## src/bdq_pkg.sv

```systemverilog
// shared types, codes and defaults for the bounded deque with sorted insert
`default_nettype none

package bdq_pkg;

  // default sizes
  localparam int DEPTH_DEF      = 16;
  localparam int DATA_WIDTH_DEF = 32;

  // configuration register widths and apb address width
  localparam int CAP_W  = 5;
  localparam int ADDR_W = 3;
  localparam int PDATA_W = 32;

  // register indexes (paddr[2])
  localparam logic REG_CAPACITY = 1'b0;
  localparam logic REG_SORTED   = 1'b1;

  // command codes
  localparam logic [1:0] CMD_PUSH  = 2'd0;
  localparam logic [1:0] CMD_POP   = 2'd1;
  localparam logic [1:0] CMD_PEEK  = 2'd2;
  localparam logic [1:0] CMD_COUNT = 2'd3;

  // status codes
  localparam logic [1:0] ST_OK    = 2'd0;
  localparam logic [1:0] ST_FULL  = 2'd1;
  localparam logic [1:0] ST_EMPTY = 2'd2;

  // per-cycle operation broadcast to the cell row
  typedef logic [2:0] op_t;
  localparam op_t OP_HOLD     = 3'd0;  // keep value, sorted token walk runs here
  localparam op_t OP_SHIFT_R  = 3'd1;  // take left neighbor (push front)
  localparam op_t OP_SHIFT_L  = 3'd2;  // take right neighbor (pop front)
  localparam op_t OP_WRITE_AT = 3'd3;  // the cell at the back end takes the new value
  localparam op_t OP_LOAD_AUX = 3'd4;  // copy value into the read chain
  localparam op_t OP_AUX_LEFT = 3'd5;  // read chain moves one cell toward the front

  // control for one cell
  typedef struct packed {
    op_t  op;
    logic occupied;  // cell index below entry count
    logic at_end;    // cell index equals entry count
  } cell_ctl_t;

endpackage

`default_nettype wire

```

## src/bdq_cell.sv

```systemverilog
// one storage cell of the deque row with its sorted-insert and read-chain stages
`default_nettype none

module bdq_cell #(
  parameter int DATA_WIDTH = bdq_pkg::DATA_WIDTH_DEF
) (
  input  wire                    clk,
  input  wire                    rst,
  input  wire bdq_pkg::cell_ctl_t ctl,
  input  wire [DATA_WIDTH-1:0]   new_val,
  input  wire [DATA_WIDTH-1:0]   val_left,
  input  wire [DATA_WIDTH-1:0]   val_right,
  input  wire [DATA_WIDTH-1:0]   aux_right,
  input  wire [DATA_WIDTH-1:0]   aux_in,
  input  wire                    ins_in,
  input  wire                    tok_in,
  output logic [DATA_WIDTH-1:0]  val,
  output logic [DATA_WIDTH-1:0]  aux,
  output logic [DATA_WIDTH-1:0]  aux_pass,
  output logic                   ins_pass,
  output logic                   tok_pass
);

  logic                  ins;
  logic                  tok;
  logic                  take;
  logic [DATA_WIDTH-1:0] val_next;
  logic [DATA_WIDTH-1:0] aux_next;

  // carried value goes in here once it is at or below the stored one,
  // after that every later cell just swaps
  assign take     = ins || (val >= aux);
  assign aux_pass = take ? val : aux;
  assign ins_pass = take;
  assign tok_pass = tok && ctl.occupied;

  always_comb begin
    val_next = val;
    unique case (ctl.op)
      bdq_pkg::OP_SHIFT_R:  val_next = val_left;
      bdq_pkg::OP_SHIFT_L:  val_next = val_right;
      bdq_pkg::OP_WRITE_AT: if (ctl.at_end) val_next = new_val;
      default: begin
        if (tok && (!ctl.occupied || take)) val_next = aux;
      end
    endcase
  end

  always_comb begin
    unique case (ctl.op)
      bdq_pkg::OP_LOAD_AUX: aux_next = val;
      bdq_pkg::OP_AUX_LEFT: aux_next = aux_right;
      default:              aux_next = aux_in;
    endcase
  end

  always_ff @(posedge clk) begin
    val <= val_next;
    aux <= aux_next;
    ins <= ins_in;
  end

  always_ff @(posedge clk) begin
    if (rst) begin
      tok <= 1'b0;
    end else begin
      tok <= tok_in;
    end
  end

endmodule

`default_nettype wire

```

## src/bounded_deque_sorted_insert_unit.sv

```systemverilog
// top level of the bounded deque with optional sorted insert, built on a row of cells
//
//   channel   | direction | transfer                       | signals
//   ----------+-----------+--------------------------------+--------------------------------
//   command   | in        | start high while busy low      | command, at_front, push_value
//   result    | out       | done high for one cycle        | value_out, count_out, status
//   config    | in/out    | psel, penable, pwrite, pready  | paddr, pwdata, prdata
//
// push at either end, front pop/peek and read count: result on the cycle after the
//   transfer, the next command may follow at once
// sorted push: result on the next cycle, then busy while a token walks the cell row
//   from the front and ripples the insert toward the back
// back pop/peek: busy while the read chain moves the last entry to cell 0; result on
//   the cycle busy falls
// synchronous rst clears count, config, done and walk state; cell and result values stay
// results cannot be held off, done is a pure one-cycle strobe
`default_nettype none

module bounded_deque_sorted_insert_unit #(
  parameter int DEPTH      = bdq_pkg::DEPTH_DEF,
  parameter int DATA_WIDTH = bdq_pkg::DATA_WIDTH_DEF,
  localparam int CNT_W     = $clog2(DEPTH + 1)
) (
  input  wire                          clk,
  input  wire                          rst,
  // command channel
  input  wire                          start,
  output logic                         busy,
  input  wire [1:0]                    command,
  input  wire                          at_front,
  input  wire [DATA_WIDTH-1:0]         push_value,
  // result channel
  output logic                         done,
  output logic [DATA_WIDTH-1:0]        value_out,
  output logic [CNT_W-1:0]             count_out,
  output logic [1:0]                   status,
  // configuration port
  input  wire                          psel,
  input  wire                          penable,
  input  wire                          pwrite,
  input  wire [bdq_pkg::ADDR_W-1:0]    paddr,
  input  wire [bdq_pkg::PDATA_W-1:0]   pwdata,
  output logic [bdq_pkg::PDATA_W-1:0]  prdata,
  output logic                         pready
);

  localparam int LW = (CNT_W > bdq_pkg::CAP_W) ? CNT_W : bdq_pkg::CAP_W;

  // configuration registers
  logic [bdq_pkg::CAP_W-1:0] cap;
  logic                      sorted;
  logic                      cfg_wr;

  // control registers
  logic [CNT_W-1:0] count;
  logic [CNT_W-1:0] count_next;
  logic             walk;           // row busy with a walk
  logic             walk_next;
  logic             walk_sort;      // 1 sorted insert walk, 0 back read walk
  logic             walk_sort_next;
  logic             walk_pop;
  logic             walk_pop_next;
  logic [CNT_W-1:0] walk_left;      // walk steps left, zero in the last step
  logic [CNT_W-1:0] walk_left_next;
  logic             done_next;

  // result registers
  logic [DATA_WIDTH-1:0] value_out_next;
  logic [CNT_W-1:0]      count_out_next;
  logic [1:0]            status_next;

  // row control
  bdq_pkg::op_t op;
  logic         sort_start;
  logic         accept;
  logic         full;
  logic [LW-1:0] cap_ext;
  logic [LW-1:0] count_ext;
  logic [LW-1:0] limit;

  // cell row wiring
  logic [DATA_WIDTH-1:0] val_q    [DEPTH];
  logic [DATA_WIDTH-1:0] aux_q    [DEPTH];
  logic [DATA_WIDTH-1:0] aux_pass [DEPTH];
  logic                  ins_pass [DEPTH];
  logic [DEPTH-1:0]      tok_pass;

  assign accept = start && !busy;
  assign busy   = walk;
  assign pready = 1'b1;

  // ---------------------------------------------------------------------------
  // configuration port
  // ---------------------------------------------------------------------------
  assign cfg_wr = psel && penable && pwrite && pready;

  always_ff @(posedge clk) begin
    if (rst) begin
      cap    <= '0;
      sorted <= 1'b0;
    end else if (cfg_wr) begin
      unique case (paddr[2])
        bdq_pkg::REG_CAPACITY: cap    <= pwdata[bdq_pkg::CAP_W-1:0];
        bdq_pkg::REG_SORTED:   sorted <= pwdata[0];
        default: ;
      endcase
    end
  end

  always_comb begin
    unique case (paddr[2])
      bdq_pkg::REG_CAPACITY: prdata = bdq_pkg::PDATA_W'(cap);
      bdq_pkg::REG_SORTED:   prdata = bdq_pkg::PDATA_W'(sorted);
      default:               prdata = '0;
    endcase
  end

  // ---------------------------------------------------------------------------
  // active limit: capacity register, or DEPTH when zero or above DEPTH
  // ---------------------------------------------------------------------------
  assign cap_ext   = LW'(cap);
  assign count_ext = LW'(count);
  assign limit     = ((cap == '0) || (cap_ext > LW'(DEPTH))) ? LW'(DEPTH) : cap_ext;
  assign full      = count_ext >= limit;

  // ---------------------------------------------------------------------------
  // command decode and walk sequencing
  // ---------------------------------------------------------------------------
  always_comb begin
    op             = bdq_pkg::OP_HOLD;
    sort_start     = 1'b0;
    count_next     = count;
    walk_next      = walk;
    walk_sort_next = walk_sort;
    walk_pop_next  = walk_pop;
    walk_left_next = walk_left;
    done_next      = 1'b0;
    value_out_next = value_out;
    count_out_next = count_out;
    status_next    = status;

    if (accept) begin
      value_out_next = '0;
      status_next    = bdq_pkg::ST_OK;
      count_out_next = count;
      unique case (command) inside
        bdq_pkg::CMD_PUSH: begin
          done_next = 1'b1;
          if (full) begin
            status_next = bdq_pkg::ST_FULL;
          end else if (sorted) begin
            // token enters cell 0, count grows when it reaches the end cell
            sort_start     = 1'b1;
            walk_next      = 1'b1;
            walk_sort_next = 1'b1;
            walk_left_next = count;
          end else begin
            op         = at_front ? bdq_pkg::OP_SHIFT_R : bdq_pkg::OP_WRITE_AT;
            count_next = count + CNT_W'(1);
          end
        end
        bdq_pkg::CMD_POP, bdq_pkg::CMD_PEEK: begin
          if (count == '0) begin
            done_next   = 1'b1;
            status_next = bdq_pkg::ST_EMPTY;
          end else if (at_front) begin
            done_next      = 1'b1;
            value_out_next = val_q[0];
            if (command == bdq_pkg::CMD_POP) begin
              op             = bdq_pkg::OP_SHIFT_L;
              count_next     = count - CNT_W'(1);
              count_out_next = count - CNT_W'(1);
            end
          end else begin
            // back end: load the read chain and shift it toward cell 0
            op             = bdq_pkg::OP_LOAD_AUX;
            walk_next      = 1'b1;
            walk_sort_next = 1'b0;
            walk_pop_next  = (command == bdq_pkg::CMD_POP);
            walk_left_next = count - CNT_W'(1);
          end
        end
        default: begin
          done_next = 1'b1;
        end
      endcase
    end else if (walk) begin
      if (!walk_sort) op = bdq_pkg::OP_AUX_LEFT;
      walk_left_next = walk_left - CNT_W'(1);
      if (walk_left == '0) begin
        walk_next = 1'b0;
        if (walk_sort) begin
          count_next = count + CNT_W'(1);
        end else begin
          // last entry has reached cell 0 of the read chain
          done_next      = 1'b1;
          value_out_next = aux_q[0];
          status_next    = bdq_pkg::ST_OK;
          if (walk_pop) begin
            count_next     = count - CNT_W'(1);
            count_out_next = count - CNT_W'(1);
          end else begin
            count_out_next = count;
          end
        end
      end
    end
  end

  always_ff @(posedge clk) begin
    if (rst) begin
      count     <= '0;
      walk      <= 1'b0;
      walk_sort <= 1'b0;
      walk_pop  <= 1'b0;
      walk_left <= '0;
      done      <= 1'b0;
    end else begin
      count     <= count_next;
      walk      <= walk_next;
      walk_sort <= walk_sort_next;
      walk_pop  <= walk_pop_next;
      walk_left <= walk_left_next;
      done      <= done_next;
    end
  end

  always_ff @(posedge clk) begin
    value_out <= value_out_next;
    count_out <= count_out_next;
    status    <= status_next;
  end

  // ---------------------------------------------------------------------------
  // cell row: cell 0 is the front, cell count-1 the back
  // ---------------------------------------------------------------------------
  for (genvar i = 0; i < DEPTH; i++) begin : g_cell
    bdq_pkg::cell_ctl_t    ctl;
    logic [DATA_WIDTH-1:0] val_left;
    logic [DATA_WIDTH-1:0] val_right;
    logic [DATA_WIDTH-1:0] aux_right;
    logic [DATA_WIDTH-1:0] aux_in;
    logic                  ins_in;
    logic                  tok_in;

    assign ctl.op       = op;
    assign ctl.occupied = CNT_W'(i) < count;
    assign ctl.at_end   = CNT_W'(i) == count;

    if (i == 0) begin : g_head
      // the front cell is fed from the command
      assign val_left = push_value;
      assign aux_in   = push_value;
      assign ins_in   = 1'b0;
      assign tok_in   = sort_start;
    end else begin : g_body
      assign val_left = val_q[i-1];
      assign aux_in   = aux_pass[i-1];
      assign ins_in   = ins_pass[i-1];
      assign tok_in   = tok_pass[i-1];
    end

    if (i == DEPTH - 1) begin : g_tail
      assign val_right = val_q[i];
      assign aux_right = aux_q[i];
    end else begin : g_inner
      assign val_right = val_q[i+1];
      assign aux_right = aux_q[i+1];
    end

    bdq_cell #(
      .DATA_WIDTH (DATA_WIDTH)
    ) u_cell (
      .clk       (clk),
      .rst       (rst),
      .ctl       (ctl),
      .new_val   (push_value),
      .val_left  (val_left),
      .val_right (val_right),
      .aux_right (aux_right),
      .aux_in    (aux_in),
      .ins_in    (ins_in),
      .tok_in    (tok_in),
      .val       (val_q[i]),
      .aux       (aux_q[i]),
      .aux_pass  (aux_pass[i]),
      .ins_pass  (ins_pass[i]),
      .tok_pass  (tok_pass[i])
    );
  end

  // ---------------------------------------------------------------------------
  // assertions
  // ---------------------------------------------------------------------------
  // every transfer either answers on the next cycle or starts a walk
  a_accept_answers: assert property (@(posedge clk) disable iff (rst)
    accept |=> (done || walk))
    else $error("accepted command gave neither result nor walk");

  // entry count stays within the row
  a_count_bound: assert property (@(posedge clk) disable iff (rst)
    count_ext <= LW'(DEPTH))
    else $error("entry count above depth");

  // at most one insert token in the row
  a_one_token: assert property (@(posedge clk) disable iff (rst)
    $onehot0(tok_pass))
    else $error("more than one insert token in flight");

  // a finished sorted walk adds exactly one entry
  a_sort_grows: assert property (@(posedge clk) disable iff (rst)
    (walk && walk_sort && (walk_left == '0)) |=> (count == $past(count) + CNT_W'(1)))
    else $error("sorted insert did not add one entry");

  // a finished back read delivers its result and frees the block
  a_back_done: assert property (@(posedge clk) disable iff (rst)
    (walk && !walk_sort && (walk_left == '0)) |=> (done && !busy))
    else $error("back read finished without result");

endmodule

`default_nettype wire
```

## config.mk

```make
export PLATFORM = sky130hd
export DESIGN_NAME = bounded_deque_sorted_insert_unit
export DESIGN_NICKNAME = d
export VERILOG_FILES = /design/src/bdq_pkg.sv /design/src/bdq_cell.sv /design/src/bounded_deque_sorted_insert_unit.sv
export SDC_FILE = /design/constraint.sdc
export NUM_CORES = 2
export LEC_CHECK = 0
export BUFFER_PORTS_ARGS = -buffer_cell sky130_fd_sc_hd__clkbuf_2
export CAP_MARGIN = 15
export CORE_ASPECT_RATIO = 0.9
export CORE_MARGIN = 4
export CORE_UTILIZATION = 56
export DETAILED_ROUTE_END_ITERATION = 6
export PLACE_DENSITY = 0.79
export SKIP_CTS_REPAIR_TIMING = 1
export SYNTH_ARGS = -nofsm -noshare
export SYNTH_HDL_FRONTEND = slang
export SYNTH_SLANG_ARGS = --single-unit
```

## constraint.sdc

```tcl
create_clock -name clk -period 5.6 [get_ports clk]
set_clock_uncertainty 0.05 [all_clocks]
set_input_delay 0.28 -clock clk [delete_from_list [all_inputs] [get_ports clk]]
set_output_delay 0.28 -clock clk [all_outputs]
set_load 0.03 [all_outputs]
```

-- Yosys cells after proc, flatten, opt, wreduce, memory -nomap -nowiden
Index checks and enable logic that the tools add are counted.
- reductions and logical operators: 132
- muxes and demuxes: 147
- equal/unequal tests: 49
- add/sub/neg operators: 3
- magnitude comparators: 34
- bitwise gates (word level): 6
- operator list (cell ; number):
    two-way mux 32 bit ; 54
    one-hot mux 32 bit (3 select lines) ; 16
    one-hot mux 32 bit (2 select lines) ; 17
    greater-or-equal comparator 32 bit ; 16
    two-way mux 5 bit ; 22
    nonzero test 4 bit ; 15
    equality test 4 x 5 -> 1 bit, first input constant ; 8
    less-than comparator 4 x 5 -> 1 bit, first input constant ; 8
    != test 2 bit, second input constant ; 20
    logical AND 1 bit ; 34
    AND reduction 2 bit ; 17
    logical OR 1 bit ; 32
    equality test 3 x 5 -> 1 bit, first input constant ; 4
    less-than comparator 3 x 5 -> 1 bit, first input constant ; 4
    one-hot mux 5 bit (2 select lines) ; 2
    two-way mux 1 bit ; 18
    two-way mux 2 bit ; 9
    logical NOT 1 bit ; 17
    logical NOT 5 bit ; 3
    two-way mux 3 bit ; 5
    != test 3 bit, second input constant ; 5
    AND reduction 6 bit ; 2
    equality test 2 x 5 -> 1 bit, first input constant ; 2
    less-than comparator 1 x 5 -> 1 bit, first input constant ; 2
    25 further kinds ; 39
- logic and storage cells: 445
- output and inout bits: 74
- register bits after elaboration: 1114
- input port bits: 76

-- Logic depth before layout (Yosys ltp)
- depth after elaboration: 10
- gate-level depth with buffers: 15
- gate-level depth less buffers: 11

-- By module
A second synthesis with hierarchy kept.
- cell total of the unflattened synthesis: 7933
- area total of the unflattened synthesis: 79025.8 sq um
- modules (own cells, without submodules) (module ; times used ; area each (sq um) ; sequential area each (sq um) ; cells an instance):
    bdq_cell at g_cell[0].u_cell ... ; 12 ; 4698.3 ; 1641.6 ; 470
    bdq_cell at g_cell[7].u_cell ... ; 3 ; 4694.5 ; 1641.6 ; 472
    bdq_cell at g_cell[14].u_cell ; 1 ; 4695.8 ; 1641.6 ; 471
    bounded_deque_sorted_insert_unit ; 1 ; 3867.5 ; 1571.5 ; 406

-- Worst setup path before layout
Ideal clock, no wire load.
- path type: register to register
- start: register cap[0] in the netlist's numbering
- end: register g_cell[10].u_cell.val[0], enable pin
- stages on the path, launching flop included: 15
- data required time: 5070 ps
- clock period less this slack: 5897 ps
- arrival time: 5367 ps
- setup slack: -297 ps
- path buffers: 3
- library setup time: 480 ps
- cells stage by stage: dfxtp_1 or4_1 ha_1 nand2b_1 ha_1 a21o_1 a31oi_1 o2111ai_1 and4_4 buf_6 o21a_1 buf_6 buf_6 nor2_1 a311oi_1
- word-level cells in the longest chain between the ends: 10
- elaborated cells on any way between the ends: 14
- classes of those cells: 2 x order compare; 4 x eq/ne; 4 x mux; 4 x reduce/logical
- RTL lines (item ; RTL line ; text):
    start: declaration ; bounded_deque_sorted_insert_unit.sv:50 ; logic [bdq_pkg::CAP_W-1:0] cap;
    start signal: assignment ; bounded_deque_sorted_insert_unit.sv:103 ; bdq_pkg::REG_CAPACITY: cap <= pwdata[bdq_pkg::CAP_W-1:0];
    greater-than comparator 5 bit / logical NOT 5 bit (equally long branches) ; bounded_deque_sorted_insert_unit.sv:123 ; assign limit = ((cap == '0) || (cap_ext > LW'(DEPTH))) ? LW'(DEPTH) : cap_ext;
    logical OR 1 bit ; bounded_deque_sorted_insert_unit.sv:123 ;
    two-way mux 5 bit * ; bounded_deque_sorted_insert_unit.sv:123 ;
    greater-or-equal comparator 5 bit * ; bounded_deque_sorted_insert_unit.sv:124 ; assign full = count_ext >= limit;
    two-way mux 2 bit * ; bounded_deque_sorted_insert_unit.sv:149 ; if (full) begin
    one-hot mux 3 bit (2 select lines) * ; bounded_deque_sorted_insert_unit.sv:146 ; unique case (command) inside
    two-way mux 3 bit * ; bounded_deque_sorted_insert_unit.sv:142 ; if (accept) begin
    equality test 3 x 1 -> 1 bit / equality test 3 x 2 -> 1 bit (equally long branches) ; bdq_cell.sv:39 ; unique case (ctl.op)
    nonzero test 4 bit (no line) / != test 2 bit (equally long branches) ; -- ;
    AND reduction 2 bit (no line) * ; -- ;
    end signal: assignment ; bdq_cell.sv:58 ; val <= val_next;
    end: declaration ; bdq_cell.sv:17 ; output logic [DATA_WIDTH-1:0] val,
Mark *: on every way between the ends. The rest lies on a longest branch, timed or not.
A chain may end at the register's enable or synchronous reset.

-- Final worst setup path
- start: register cap[0] in the netlist's numbering
- end: register g_cell[14].u_cell.val[21], data pin
- word-level cells in the longest chain between the ends: 9
- elaborated cells on any way between the ends: 12
- classes of those cells: 2 x order compare; 3 x eq/ne; 5 x mux; 2 x reduce/logical
- RTL lines (item ; RTL line ; text):
    greater-than comparator 5 bit / logical NOT 5 bit (equally long branches) ; bounded_deque_sorted_insert_unit.sv:123 ;
    logical OR 1 bit ; bounded_deque_sorted_insert_unit.sv:123 ;
    two-way mux 5 bit * ; bounded_deque_sorted_insert_unit.sv:123 ;
    greater-or-equal comparator 5 bit * ; bounded_deque_sorted_insert_unit.sv:124 ;
    two-way mux 2 bit * ; bounded_deque_sorted_insert_unit.sv:149 ;
    one-hot mux 3 bit (2 select lines) * ; bounded_deque_sorted_insert_unit.sv:146 ;
    two-way mux 3 bit * ; bounded_deque_sorted_insert_unit.sv:142 ;
    equality test 3 x 2 -> 1 bit / equality test 3 x 1 -> 1 bit (equally long branches) ; bdq_cell.sv:39 ;
    one-hot mux 32 bit (3 select lines) * ; bdq_cell.sv:39 ;
    via g_cell[14].u_cell.val_next[21] ; bdq_cell.sv:27 ; logic [DATA_WIDTH-1:0] val_next;
    end signal: assignment ; bdq_cell.sv:58 ;
    end: declaration ; bdq_cell.sv:17 ;
Mark *: on every way through the listed nets, which the timed path passes. The rest lies on a longest branch.

==> results.toml <==
[status]
status = "finished clean"

[grt]
grt_use_met3 = 0.0458
grt_usage = 0.290
grt_antenna_before_repair = 2
grtUsageMet1 = 0.386
grt_pass1_vias = 58500
grt_pass1_wl_mm = 305
grt_max_degree = 208
use_met2 = 0.483
grt-ovfl-total = 0
gr-max-usage-layer = "met2"

[synth]
synthArstFlopShare = 0
synth_top_family_by_area = "compound AO/OA/AOI/OAI gates"
syn_inst = 7013
synth-adder-area-share = 0.0980
ys.flop_type = "edfxtp_1"
synth_compound_area_frac = 0.262
synth_area_um2 = 67400
synth-xor-area-share = 0.00156
yosys_warnings = 0
ys_ff_latch = 1114
synth_edf_count = 583
synth.avg_cell_area_um2 = 9.61
muxShareOfSynthArea = 0.0733
ys_seq_area_frac = 0.417
synthSimpleGateAreaFrac = 0.0776
synth_cell_types = 71

[final_layout]
drive_gt1_frac = 0.0900
syn_to_final_growth_pct = 8.38
nets = 7429
finalInstanceArea_um2 = 73000
final_common_cell = "nand2_1"
final_cell_mix = "nand2_1, a21oi_1, o21ai_0, edfxtp_1, inv_1"

[route]
routedWlPerCell_um = 22.7
remaining_drc_errors = 0
viasPerCell = 6.73
firstDrtPassIters = 7
vias = 57300
detail-route-antenna-nets = 0
wirelength_mm = 193
dr.first_iter.drc_count = 7081

[setup_path]
required_ns = 5.98
cp-end-kind = "flip-flop"
path_delay_family = "compound AO/OA/AOI/OAI gates"
slowest_delay_ns = 0.55
cp_num_buf_inv = 2
start_kind = "flip-flop"
path_cells = "or4_1 > ha_1 > nand2b_1 > ha_1 > a21o_1 > a31oi_1 > o2111ai_1 > nor2_1 > o21a_4 > buf_4 > buf_4 > o221ai_1"
crit_type = "flip-flop to flip-flop"
arrival_ns = 5.32
cp_slowest_cell = "o21a_4"
crit_fanout = 31

[pwr]
clock_power_share = 0.292
p_sw_frac = 0.337
p_leak_nw = 28.7
totalPowerFinal_mw = 26.6
pwr_density_cell_nw_per_um2 = 365
p_sw_mw = 8.99
internal-power_mw = 17.7
seq_power_share = 0.427
combPwrFrac = 0.281
irDropWorstVdd_mv = 0.317

[clock_network]
cts_buffers = 112
cts_max_path_buffers = 3
path_clk_slew_ns = 0.07
cts_root_buf = "clkbuf_16"
cts-htree-levels = 3
clk_latency_ns = 0.72
clock-sinks = 1114
cts_tree = "yes"

[die]
die_area_um2 = 126000
rows = 120
pin_count = 150
core_um2 = 119000
initial_core_util = 0.565
dieHeight_um = 337
die_w_um = 374

[timing]
finalCriticalPeriod_ns = 4.93
setup_viol = 0
worst_pin_slew_ns = 1.17
drv_slew = 0
fmax_mhz = 203
hold_violations = 0
max_slew_margin = 0.220
final.setup.tns_ns = 0
min_period_over_period = 0.881
rsz0062_at_grt = "false"

[min_path]
worstHoldPathType = "primary input to flip-flop"

[placement]
port-buffer-count = 92
place_congestion = 0.915
dp_hpwl_mm = 129
dpl_cell_area_um2 = 68800

[run]
maxCapViolCount = 0
synth_stat cells, types with 28 or more instances:
cell	count	area [um^2]
nor3_1	31	155
buf_2	45	225
nor2_1	136	510
nand2_1	747	2800
o221ai_1	273	2390
o221ai_2	175	2630
clkbuf_1	395	1480
dfxtp_1	531	10600
a21oi_1	710	3550
inv_1	535	2010
buf_6	52	586
o22ai_1	34	213
a21o_1	42	315
and2_1	55	344
buf_1	63	236
nand4_1	65	407
o21ai_0	597	2990
nand3_1	34	170
ha_1	528	6610
mux2i_1	491	4910
a211oi_1	107	803
a22oi_1	513	3850
edfxtp_1	583	17500
buf_4	28	210
worst paths after layout:
kind / startpoint / to / slack, ns / cells after the start
worst min-delay path: at_front / walk_pop$_SDFFE_PP0P_ / 0.01 / 4
worst min register to register: g_cell[10].u_cell.tok$_SDFF_PP0_ / g_cell[11].u_cell.tok$_SDFF_PP0_ / 0.41 / 2
worst max-delay path: cap[0]$_SDFFE_PP0P_ / g_cell[14].u_cell.val[21]$_DFFE_PP_ / 0.67 / 12
worst max register to register: cap[0]$_SDFFE_PP0P_ / g_cell[14].u_cell.val[21]$_DFFE_PP_ / 0.67 / 12
flip-flops by register name, indices dropped and copies added (netlist names):
name,count
g_cell.u_cell.ins,15
count_out,5
sorted,1
value_out,32
done,1
g_cell.u_cell.aux,512
count,5
walk_pop,1
busy,1
cap,5
status,2
walk_left,5
walk_sort,1
g_cell.u_cell.tok,16
g_cell.u_cell.val,512
kinds of logic after synthesis:
| kind of cell | after synthesis |
|---|---|
| mux | 493 |
| compound gates | 2559 |
| fa+ha+maj | 528 |
| xor+xnor | 12 |
| other cells | 2 |
| simple gates | 1187 |
| flops | 1114 |
| buf+inv | 1118 |
area by class of cell:
cell class | instances | area, um^2
antenna | 2 | 5.00
clock buffer | 168 | 3380
clock inverter | 42 | 384
fill | 9599 | 46200
inverter | 535 | 2010
multi-input combinational | 4807 | 35000
sequential | 1114 | 28100
tap | 1586 | 1980
timing repair buffer | 255 | 2150
layer usage:
layer  up-vias  routed length (um)
met4         0                5360
li1      26000                   -
met1     27800               80400
met2      3002               89900
met5         -                   0
met3       443               17100
metrics by stage:
step	instances	util	setup WS (ns)	hold WS, ns
after global routing	8507	0.613	0.518	0.0177
after CTS	8464	0.609	0.744	-0.291
after detailed placement	8254	0.577	0.753	0.393
after floorplan	7039	-	0.393	0.336
final	8509	0.613	0.666	0.0125
after global placement	8254	0.577	0.904	0.393
power groups by stage:
stage / Clock, mW / Combinational, mW / Sequential [mW]
after floorplan: 0 / 5.40 / 11.2
after global placement: 0 / 6.85 / 11.5
after detailed placement: 0 / 7.19 / 11.5
after CTS: 7.82 / 7.27 / 11.4
after global routing: 8.17 / 8.22 / 11.5
final: 7.78 / 7.48 / 11.4
tightest hold or removal path, cell delays in order:
cell	delay, ns
clkbuf_2	0.17
nor2_1	0.11
nand3_1	0.09
a21oi_1	0.06
No activity file was read; power rests on OpenSTA's default activity.
